==> src/hdl/sv39ptw_pkg.sv <==
package sv39ptw_pkg;

    localparam int TABLE_PAGES   = 16;
    localparam int TABLE_ENTRIES = 512;
    localparam int VPN_W         = 9;
    localparam int PPN_W         = 44;
    localparam int PTE_W         = 64;
    localparam int TBL_W         = $clog2(TABLE_PAGES);
    localparam int NFT_W         = $clog2(TABLE_PAGES + 1);
    localparam int ADDR_W        = TBL_W + VPN_W;
    localparam int DEPTH         = TABLE_PAGES * TABLE_ENTRIES;

    localparam logic [PPN_W-1:0] BASE_PPN_RESET = PPN_W'(524288);

    localparam logic [0:0] CMD_MAP   = 1'b0;
    localparam logic [0:0] CMD_CHECK = 1'b1;

    localparam logic [1:0] LVL_ROOT = 2'd2;
    localparam logic [1:0] LVL_MID  = 2'd1;
    localparam logic [1:0] LVL_LEAF = 2'd0;

    typedef enum logic [3:0] {
        ST_OK           = 4'd0,
        ST_VA_TOO_LARGE = 4'd1,
        ST_MISALIGNED   = 4'd2,
        ST_NO_TABLE     = 4'd3,
        ST_MAPPED       = 4'd4,
        ST_NOT_MAPPED   = 4'd5,
        ST_NO_READ      = 4'd6,
        ST_NO_WRITE     = 4'd7,
        ST_NO_EXEC      = 4'd8
    } t_status;

    typedef enum logic [1:0] {
        LEAF_ZERO,
        LEAF_READ,
        LEAF_NEW
    } t_leaf_sel;

    typedef enum logic [2:0] {
        S_CLEAR,
        S_IDLE,
        S_CHECK,
        S_ISSUE,
        S_WALK,
        S_DONE
    } t_state;

    typedef struct packed {
        logic [0:0]  command;
        logic [63:0] va;
        logic [55:0] pa;
        logic [7:0]  perm;
        logic [2:0]  access_req;
    } t_in_item;

    typedef struct packed {
        t_status     status;
        logic        granted;
        logic [63:0] leaf_entry;
    } t_out_item;

    typedef struct packed {
        logic      clear_wr;
        logic      accept;
        logic      link_wr;
        logic      follow;
        logic      leaf_wr;
        logic      finish;
        t_status   code;
        t_leaf_sel leaf_sel;
        logic      load_out;
    } t_dp_cmd;

    typedef struct packed {
        logic       clear_last;
        logic       is_check;
        logic       misaligned;
        logic       too_large;
        logic       at_leaf;
        logic       pte_v;
        logic       pte_r;
        logic       pte_w;
        logic       pte_x;
        logic       link_bad;
        logic       table_full;
        logic [2:0] access;
        logic       out_free;
    } t_dp_sts;

endpackage

==> src/hdl/sv39ptw_ctrl.sv <==
module sv39ptw_ctrl
    import sv39ptw_pkg::*;
(
    input  logic    i_clk,
    input  logic    i_rst_n,
    input  logic    i_in_valid,
    output logic    o_in_stall,
    input  t_dp_sts i_sts,
    output t_dp_cmd o_cmd
);

    t_state r_state;
    t_state n_state;

    always_ff @(posedge i_clk) begin
        if (!i_rst_n) begin
            r_state <= S_CLEAR;
        end else begin
            r_state <= n_state;
        end
    end

    always_comb begin
        n_state    = r_state;
        o_cmd      = '0;
        o_in_stall = (r_state != S_IDLE);
        unique case (r_state)
            S_CLEAR: begin
                o_cmd.clear_wr = 1'b1;
                if (i_sts.clear_last) begin
                    n_state = S_IDLE;
                end
            end
            S_IDLE: begin
                if (i_in_valid) begin
                    o_cmd.accept = 1'b1;
                    n_state      = S_CHECK;
                end
            end
            S_CHECK: begin
                if (!i_sts.is_check && i_sts.misaligned) begin
                    o_cmd.finish = 1'b1;
                    o_cmd.code   = ST_MISALIGNED;
                    n_state      = S_DONE;
                end else if (i_sts.too_large) begin
                    o_cmd.finish = 1'b1;
                    o_cmd.code   = ST_VA_TOO_LARGE;
                    n_state      = S_DONE;
                end else begin
                    n_state = S_ISSUE;
                end
            end
            S_ISSUE: begin
                n_state = S_WALK;
            end
            S_WALK: begin
                n_state = S_DONE;
                if (!i_sts.at_leaf) begin
                    if (!i_sts.is_check) begin
                        if (!i_sts.pte_v) begin
                            if (i_sts.table_full) begin
                                o_cmd.finish = 1'b1;
                                o_cmd.code   = ST_NO_TABLE;
                            end else begin
                                o_cmd.link_wr = 1'b1;
                                n_state       = S_ISSUE;
                            end
                        end else if (i_sts.link_bad) begin
                            o_cmd.finish = 1'b1;
                            o_cmd.code   = ST_NO_TABLE;
                        end else begin
                            o_cmd.follow = 1'b1;
                            n_state      = S_ISSUE;
                        end
                    end else if (!i_sts.pte_v || i_sts.link_bad) begin
                        o_cmd.finish = 1'b1;
                        o_cmd.code   = ST_NOT_MAPPED;
                    end else begin
                        o_cmd.follow = 1'b1;
                        n_state      = S_ISSUE;
                    end
                end else begin
                    o_cmd.finish   = 1'b1;
                    o_cmd.leaf_sel = LEAF_READ;
                    if (!i_sts.is_check) begin
                        if (i_sts.pte_v) begin
                            o_cmd.code = ST_MAPPED;
                        end else begin
                            o_cmd.leaf_wr  = 1'b1;
                            o_cmd.code     = ST_OK;
                            o_cmd.leaf_sel = LEAF_NEW;
                        end
                    end else if (!i_sts.pte_v) begin
                        o_cmd.code     = ST_NOT_MAPPED;
                        o_cmd.leaf_sel = LEAF_ZERO;
                    end else if (i_sts.access[0] && !i_sts.pte_r) begin
                        o_cmd.code = ST_NO_READ;
                    end else if (i_sts.access[1] && !i_sts.pte_w) begin
                        o_cmd.code = ST_NO_WRITE;
                    end else if (i_sts.access[2] && !i_sts.pte_x) begin
                        o_cmd.code = ST_NO_EXEC;
                    end else begin
                        o_cmd.code = ST_OK;
                    end
                end
            end
            S_DONE: begin
                if (i_sts.out_free) begin
                    o_cmd.load_out = 1'b1;
                    n_state        = S_IDLE;
                end
            end
            default: begin
                n_state = S_IDLE;
            end
        endcase
    end

    a_walk_after_issue: assert property (@(posedge i_clk) disable iff (!i_rst_n)
        (r_state == S_WALK) |-> ($past(r_state) == S_ISSUE))
        else $error("walk step without a preceding read");

    a_one_write: assert property (@(posedge i_clk) disable iff (!i_rst_n)
        $countones({o_cmd.clear_wr, o_cmd.link_wr, o_cmd.leaf_wr}) <= 1)
        else $error("two store writes in one cycle");

    a_accept_from_idle: assert property (@(posedge i_clk) disable iff (!i_rst_n)
        o_cmd.accept |=> (r_state == S_CHECK))
        else $error("accepted item did not start its checks");

endmodule

==> config.mk <==
export PLATFORM = sky130hd
export DESIGN_NAME = sv39ptw_ctrl
export DESIGN_NICKNAME = d
export VERILOG_FILES = /design/src/hdl/sv39ptw_pkg.sv /design/src/hdl/sv39ptw_ctrl.sv
export SDC_FILE = /design/constraint.sdc
export NUM_CORES = 1
export LEC_CHECK = 0
export ABC_AREA = 0
export BUFFER_PORTS_ARGS = -buffer_cell sky130_fd_sc_hd__clkbuf_2
export CORE_AREA = 2 2 39 41
export DETAILED_ROUTE_END_ITERATION = 8
export DIE_AREA = 0 0 41 43
export GPL_TIMING_DRIVEN = 0
export PLACE_DENSITY_LB_ADDON = 0.15
export SYNTH_ARGS = -nofsm -noshare
export SYNTH_HDL_FRONTEND = slang
export SYNTH_SLANG_ARGS = --single-unit
==> constraint.sdc <==
create_clock -name i_clk -period 1.4 [get_ports i_clk]
set_clock_uncertainty 0.05 [all_clocks]
set_input_delay 0.28 -clock i_clk [delete_from_list [all_inputs] [get_ports i_clk]]
set_output_delay 0.28 -clock i_clk [all_outputs]
set_load 0.02 [all_outputs]
==> metrics.txt, run 1 <==
slew margin rel.=0.710; gr ovfl total=0; Post-Synth XOR/XNOR Area=0; Clock Sinks=3; first-pass iteration count of the detailed router=2; Max VDD drop=between 0.2 and 0.3 mV; layout cells sized above 1=0.644; Yosys cell types=29; core area=1380 sq um; max_cap viols=0; Setup WS pre-CTS=-0.492 ns; Crit. Startpoint=r_state[1]; crit path kind=flop to output pin; cell taking the most area after synthesis=dfxtp_1; adder-cell share of the synthesized area=0; top cell type's share of synthesized area=0.142; post-route DRC violation count=0; Inserted Diodes=0; top cells by area, synth=dfxtp_1 14%, nor2_1 9.8%, nand2b_1 7.4%, o22ai_1 7.4%, buf_2 3.6%; Port Buf Inserts=29; clk slew on worst S/H paths=around 0.04 ns; Setup crit end kind=output pin; Post-Route WL=around 1500 um; DRT iter0 DRCs=2; site row count=14; endpoints failing setup=16; antenna viol nets, final=0; Hold Worst Slack=between 0.2 and 0.25 ns; crit path max fanout=5; Die Span X=roughly 40 um; Clk Latency, worst-skew pair=around 0.24 ns; Yosys reg bits=3; Total GRT Usage=0.199; Max Clk Rate=0.528 GHz; vias in the first global route=roughly 570; Gate Count Post-Synth=61; Starting Density=0.306; htree depth=1; Seq/Total Area, Yosys=0.142; chip height=about 43 um; Hold Path Class=input port to flop; Post-Place Cells=106; period utilization=1.35; drt via density=between 5 and 6; most common cell after layout, fill and taps aside=clkbuf_2; Top Registers=r_state x3; P&R area growth vs syn=121%; synthesized area=about 420 sq um; Post-DP HPWL=roughly 950 um; Clock Tree Buf Depth=2; Ports=32; Worst-Margin Slew=roughly 0.43 ns; Critical Path RT=1.07 ns; Final Non-Filler Cells=between 100 and 150; CP arrival=between 1.5 and 2 ns; status=finished, violations left; via count=~600; main combinational cell family by area after synthesis=simple AND/OR/NAND/NOR gates; complex-gate fraction of the synthesized area=0.296; Hold-fix buffers, CTS=0; RSZ-0062 raised after global routing=yes; pwr/cell area=465 nW/um^2; final hold vios=0; Total Nets Final=120; Synthesis Warnings=0; clock root buffer=clkbuf_4; fin worst setup slack=-0.494 ns; antenna violations before repair=0; CTS tree=built; RR Startpoint=r_state[1]; mux cell area share after synthesis=0; largest net degree at the start of global routing=11; Simple-Gate Fraction of Synth Area=0.482; CP Launch Type=flop; RePlAce Congestion=between 0.6 and 0.7; max reg flops=3; Worst Min Path Start=i_rst_n; TritonCTS Buffers=3; Slew Limit Fails=0; syn_nets=79; synthesized area per cell=6.93 sq um; failing checks=negative setup slack; WL/cell=13.0 um; die area=between 1500 and 2000 sq um; first-pass GRT wire length=roughly 2300 um; Period minus WS final=roughly 1.9 ns; Biggest register=r_state; commonest non-fill, non-tap cells in the layout=15 x clkbuf_2, 9 x nor2_1, 7 x buf_4, 7 x buf_6, 6 x buf_8; Pleak=roughly 0.42 nW
-- metrics by stage --
stage | cell area [sq um] | util | total power [W] | TNS [ns]
floorplan | 498 | - | 0.000182 | -1.50
global placement | 663 | 0.479 | 0.000224 | -2.84
detailed placement | 663 | 0.479 | 0.000226 | -2.90
CTS | 857 | 0.619 | 0.000419 | -4.63
global route | 936 | 0.676 | 0.000469 | -5.62
finish | 936 | 0.676 | 0.000435 | -4.84
-- per-layer routing --
layer / share of wire / vias up / GRT usage
met5: 0 / - / 0
met4: 0.027 / 0 / 0.120
met3: 0.052 / 5 / 0.0471
met2: 0.56 / 21 / 0.331
met1: 0.36 / 272 / 0.209
li1: - / 301 / -
-- critical path, cell delays in order, from the launching register on --
cell and delay, ns:
dfxtp_4 0.33, or3b_4 0.43, nand2b_4 0.22, a211oi_4 0.17, clkbuf_8 0.18
-- cell families after synthesis --
group	count (synthesis)
AOI/OAI and AO/OA	16
buffers and inverters	7
DFF	3
and+or+nand+nor	35
-- synth_stat cells --
master and n:
a41oi_1 1, o21ai_0 1, or3b_4 1, and2b_1 2, nand2b_4 1, nor2b_1 1, dfxtp_1 3, nand2_1 3
nor4b_1 1, nor3b_1 1, nor2_1 11, and3_1 1, o31ai_1 1, nor4_1 2, a21oi_1 2, or2b_1 1
buf_2 3, or3b_1 1, o221a_2 1, nor3_1 3, nand3b_1 1, o2bb2ai_1 1, a211oi_2 1, nand2b_1 5
inv_1 3, a2111oi_2 1, buf_4 1, o21a_1 2, o22ai_1 5
-- path summary, 6_finish.rpt --
| check | to | slack, ns | cells past startpoint |
|---|---|---|---|
| setup reg to reg | r_state[1] | -0.07 | 7 |
| hold / removal | r_state[0] | 0.24 | 2 |
| setup / recovery | o_cmd[5] | -0.49 | 4 |
| hold reg to reg | r_state[0] | 0.59 | 2 |
-- final cells by class --
type                    instances  area [sq um]
well taps                      16          20.0
multi-input cells              51           468
plain buffers                   4          22.5
clock buffers                   4          26.3
flip-flops and latches          3          71.3
fillers                       123           448
repair buffers                 36           317
inverters                       3          11.3
-- repair_timing --
| action | 4_1_cts | 5_1_grt |
|---|---|---|
| resized for setup | 32 | 25 |
| pin swaps | 8 | 3 |
| setup endpoints to repair | 14 | 15 |
| setup buffers | 6 | 1 |
-- where the power goes --
| part | internal [W] | switching [W] |
|---|---|---|
| sequential | 0.0000861 | 0.00000261 |
| combinational | 0.0000875 | 0.0000981 |
| clock | 0.000107 | 0.0000531 |
| total | 0.000281 | 0.000154 |
Power figures use the tool's default switching activity.
==> run 2: changes to the inputs <==
--- a/config.mk
+++ b/config.mk
@@ -12,6 +12,7 @@
 export DIE_AREA = 0 0 41 43
 export GPL_TIMING_DRIVEN = 0
 export PLACE_DENSITY_LB_ADDON = 0.15
+export REMOVE_ABC_BUFFERS = 1
 export SYNTH_ARGS = -nofsm -noshare
 export SYNTH_HDL_FRONTEND = slang
 export SYNTH_SLANG_ARGS = --single-unit
==> constraint.sdc (replaced) <==
create_clock -name i_clk -period 1.7 [get_ports i_clk]
set_clock_uncertainty 0.05 [all_clocks]
set_input_delay 0.34 -clock i_clk [delete_from_list [all_inputs] [get_ports i_clk]]
set_output_delay 0.34 -clock i_clk [all_outputs]
set_load 0.02 [all_outputs]
==> run 2 against run 1 <==
The flow still finishes with violations (negative setup slack). Non-clock buffer count is 3 lower. Power is 27% lower. Die area stayed put. Count of clock-buffer cells in the layout stayed put. First-iteration DRC count grew to 4.0 times the previous value. Global-route usage is 4.8 points lower. Clock power is 22% lower. Cell count is 2.6% lower. Largest cell class unchanged. Highest routed layer is now met3.
==> metrics.txt, run 2 (synthesized netlist as in run 1, its figures left out) <==
first-pass GRT wire length=1860 um; FILL cells=~140; fin util=0.550; first-pass iteration count of the detailed router=3; Post-Route WL=1350 um; gr ovfl total=0; Inserted Diodes=0; Clk Latency, worst-skew pair=about 0.23 ns; antenna violations before repair=0; core area=around 1400 sq um; met3 WL post-DR=~58 um; max_cap viols=0; Clock Sinks=3; Setup crit end kind=output pin; Hold Path Sink=r_state[0]; slew margin rel.=0.686; CP arrival=between 1.5 and 2 ns; chip height=between 40 and 50 um; Worst-Margin Slew=~0.47 ns; RePlAce Congestion=slightly above 0.7; post-route DRC violation count=0; commonest non-fill, non-tap cells in the layout=21 x clkbuf_2, 13 x buf_4, 10 x nor2_1; Fin Setup TNS=-1.39 ns; Hold Path Class=input port to flop; Clock Tree Buf Depth=2; site row count=14; crit path max fanout=5; vias in the first global route=approximately 450; Post-DP HPWL=916 um; Post-Place Cells=roughly 100; WL/cell=about 12 um; P&R area growth vs syn=79.9%; via count=559; RSZ-0062 raised after global routing=yes; wl on met1=about 580 um; Max VDD drop=approximately 0.21 mV; endpoints failing setup=9; Period minus WS final=1.91 ns; Top Layer Used=met3; reg-to-reg slack, setup=approximately 0.29 ns; antenna viol nets, final=0; routed wire length on met2=slightly above 700 um; drt via density=4.90; largest net degree at the start of global routing=12; Starting Density=0.306; CP Launch Type=flop; reg2reg end=r_state[1]; Critical Path RT=between 1 and 1.5 ns; period utilization=1.12; layout cells sized above 1=0.561; RR Startpoint=r_state[1]; Ports=32; die area=approximately 1800 sq um; Top Registers=r_state x3; clk slew on worst S/H paths=0.04 ns; status=finished, violations left; Port Buf Inserts=31; failing checks=negative setup slack; pwr/cell area=around 420 nW/um^2; most common cell after layout, fill and taps aside=clkbuf_2; Biggest register=r_state; htree depth=1; Final Non-Filler Cells=around 110; Worst Hold Depth=2; Setup WS pre-CTS=-0.123 ns; Tot Pwr=0.000317 W; Total GRT Usage=0.151; max reg flops=3; TritonCTS Buffers=3; CTS tree=built; Worst Min Path Start=i_rst_n; Total Nets Final=~120; Worst Reg-to-Reg Cells=4; Slew Limit Fails=0; Die Span X=between 40 and 50 um; Pleak=approximately 0.37 nW; clock root buffer=clkbuf_4; final hold vios=0; Max Clk Rate=about 0.52 GHz; DRT iter0 DRCs=8; fin worst setup slack=-0.206 ns; crit path kind=flop to output pin
run 2: repair_timing:
| item | CTS | global route |
|---|---|---|
| setup endpoints to repair | 11 | 11 |
| pin swaps | 6 | 1 |
| gates resized for setup | 22 | 15 |
| setup buffers | 6 | 0 |
| hold buffers | 0 | 0 |
run 2: layout make-up:
class,instances,area [sq um],area share
sequential,3,71.3,0.0937
multi-input combinational,51,387,0.508
timing repair buffer,37,245,0.322
inverter,3,11.3,0.0148
tap,16,20.0,0.0263
clock buffer,4,26.3,0.0345
run 2: worst max-delay path, stage by stage (launching register included):
cell and delay [ns]:
dfxtp_4 0.33, or3b_4 0.43, nand2b_4 0.20, o22ai_2 0.16
clkbuf_8 0.17
run 2: stage by stage:
step           hold slack (ns)  cell area (sq um)
6_report                 0.297                761
5_1_grt                  0.288                761
4_1_cts                  0.294                731
3_5_place_dp             0.547                576
3_3_place_gp             0.535                576
2_1_floorplan            0.407                400
run 2: power breakdown:
group | total (W) | internal (W) | switching, W | leakage, nW
clock | 0.000125 | 0.0000880 | 0.0000371 | 0.0150
combinational | 0.000119 | 0.0000532 | 0.0000660 | 0.326
sequential | 0.0000731 | 0.0000709 | 0.00000217 | 0.0267
total | 0.000317 | 0.000212 | 0.000105 | 0.368
run 2: worst max path at each step:
stage,startpoint,to,cells past startpoint
floorplan,r_state[2],o_cmd[2],2
global placement,r_state[2],o_cmd[7],4
detailed placement,r_state[2],o_cmd[8],3
CTS,r_state[1],o_cmd[5],4
global route,r_state[1],o_cmd[5],4
finish,r_state[1],o_cmd[3],4
run 2: routing by layer:
layer	up-vias	track usage
li1	297	-
met3	0	0.0366
met4	0	0.0400
met2	16	0.225
met1	246	0.209
met5	-	0
==> run 3: changes to the inputs <==
--- a/config.mk
+++ b/config.mk
@@ -11,7 +11,7 @@
 export DETAILED_ROUTE_END_ITERATION = 8
 export DIE_AREA = 0 0 41 43
 export GPL_TIMING_DRIVEN = 0
-export PLACE_DENSITY_LB_ADDON = 0.15
+export PLACE_DENSITY = 0.77
 export REMOVE_ABC_BUFFERS = 1
 export SYNTH_ARGS = -nofsm -noshare
 export SYNTH_HDL_FRONTEND = slang
==> run 3 against run 2 <==
The run still ends with negative setup slack left. Routed wire length decreased by 4.0%. Count of clock-buffer cells in the layout unchanged. Global-route usage increased by 2.0 points. Via count increased by 3.9%. Sequential power rose by 1%. Fmax increased by 1.9%. Largest power group unchanged.
==> metrics.txt, run 3 (synthesized netlist as in run 1, its figures left out) <==
layout cells sized above 1=0.576; core area=between 1000 and 1500 sq um; WL/cell=11.3 um; drt via density=5.05; Top Registers=r_state x3; Worst Reg-to-Reg Cells=4; DRT iter0 DRCs=7; antenna violations before repair=0; Cell Int Power=between 0.0002 and 0.00025 W; Period minus WS final=around 1.9 ns; TritonCTS Buffers=3; family with the most delay on the worst path=simple AND/OR/NAND/NOR gates; failing checks=negative setup slack; clock root buffer=clkbuf_4; post-route DRC violation count=0; CTS tree=built; status=finished, violations left; Sequential Power Share=0.235; Port Buf Inserts=31; crit path max-delay cell type=or3b_4; WP buf/inv=1; Total Nets Final=between 100 and 150; slowest stage delay, CP=0.41 ns; max_cap viols=0; Setup crit end kind=output pin; fin worst setup slack=-0.171 ns; site row count=14; Post-Route WL=roughly 1300 um; Total GRT Usage=0.171; critical-path cell list=or3b_4, nand2b_4, o22ai_2, clkbuf_8; Hold-fix buffers, CTS=0; crit path kind=flop to output pin; Clk Latency, worst-skew pair=roughly 0.23 ns; CP Launch Type=flop; Net Sw Power=0.000104 W; Slew Limit Fails=0; antenna viol nets, final=0; final hold vios=0; Worst-Margin Slew=approximately 0.5 ns; RSZ-0062 raised after global routing=yes; max reg flops=3; die area=1760 sq um; commonest non-fill, non-tap cells in the layout=20 x clkbuf_2, 11 x buf_4, 8 x nor2_1; Starting Density=0.306; gr ovfl total=0; Hold Path Class=input port to flop; period utilization=1.10; first-pass iteration count of the detailed router=2; Pleak=0.382 nW; chip height=~43 um; most common cell after layout, fill and taps aside=clkbuf_2; P&R area growth vs syn=86.1%; Max VDD drop=between 0.2 and 0.3 mV; Worst path depth=4; Clock Sinks=3; crit path max fanout=5; first-pass GRT wire length=approximately 2100 um; endpoints failing setup=10; Sw Ratio=0.329; Die Span X=between 40 and 50 um; Clock Tree Buf Depth=2; Max Clk Rate=around 0.53 GHz; RePlAce Congestion=0.700; largest net degree at the start of global routing=12; slew margin rel.=0.663; Inserted Diodes=0; vias in the first global route=roughly 520; Worst Hold Depth=2; pwr/cell area=401 nW/um^2; Comb pwr share=0.371; Fin Setup TNS=-1.37 ns; Biggest register=r_state; CP arrival=between 1 and 1.5 ns; via count=581; clk slew on worst S/H paths=about 0.040 ns; Post-DP HPWL=about 900 um; htree depth=1; Setup WS pre-CTS=-0.108 ns; Ports=32; Critical Path RT=1.31 ns; clock power share=0.394
[run 3: changes by cell type in the layout (fill, tap and decap cells not counted), sizes merged]
cell  previous run  this run
buf             14        15
[run 3: layout make-up]
class,instances,area [sq um]
repair buffers,38,269
multi-input cells,51,392
well taps,16,20.0
clock buffers,4,26.3
flip-flops and latches,3,68.8
inverters,3,11.3
fillers,140,597
[run 3: worst reg2reg max path, delay by kind of cell, from the launching register on]
kind	cells	cell delay (ns)
compound gates	2	0.56
simple gates	1	0.25
flops	1	0.34
buf+inv	1	0.13
[run 3: final timing paths]
kind | startpoint | to | slack (ns)
worst min-delay path | i_rst_n | r_state[0] | 0.30
worst min register to register | r_state[2] | r_state[0] | 0.56
worst max register to register | r_state[2] | r_state[1] | 0.32
worst max-delay path | r_state[2] | o_cmd[3] | -0.17
[run 3: per-layer routing]
| metal | wire, um | part of all wire | track usage |
|---|---|---|---|
| met1 | 531 | 0.41 | 0.205 |
| met2 | 668 | 0.51 | 0.275 |
| met3 | 99 | 0.076 | 0.0471 |
| met4 | 0 | 0 | 0.0600 |
| met5 | 0 | 0 | 0 |
[run 3: per-stage QoR]
step | hold WS, ns | cells | total power, W | area [sq um] | util
after global placement | 0.522 | 104 | 0.000168 | 576 | 0.416
final | 0.304 | 115 | 0.000316 | 787 | 0.569
after global routing | 0.294 | 115 | 0.000344 | 787 | 0.569
after floorplan | 0.407 | 57 | 0.000127 | 400 | -
after detailed placement | 0.529 | 104 | 0.000171 | 576 | 0.416
after CTS | 0.288 | 115 | 0.000315 | 747 | 0.540
[run 3: power by group through the flow]
| stage | clock network, W | registers [W] | logic (W) |
|---|---|---|---|
| after floorplan | 0 | 0.0000781 | 0.0000493 |
| after global placement | 0 | 0.0000794 | 0.0000888 |
| after detailed placement | 0 | 0.0000797 | 0.0000910 |
| after CTS | 0.000130 | 0.0000743 | 0.000111 |
| after global routing | 0.000142 | 0.0000741 | 0.000128 |
| final | 0.000124 | 0.0000741 | 0.000117 |
[run 3: what timing repair did]
action	in CTS	in global routing
resized for setup	25	18
pin swaps	5	2
cloned	0	0
endpoints found under the setup margin	11	11
buffers inserted	7	1
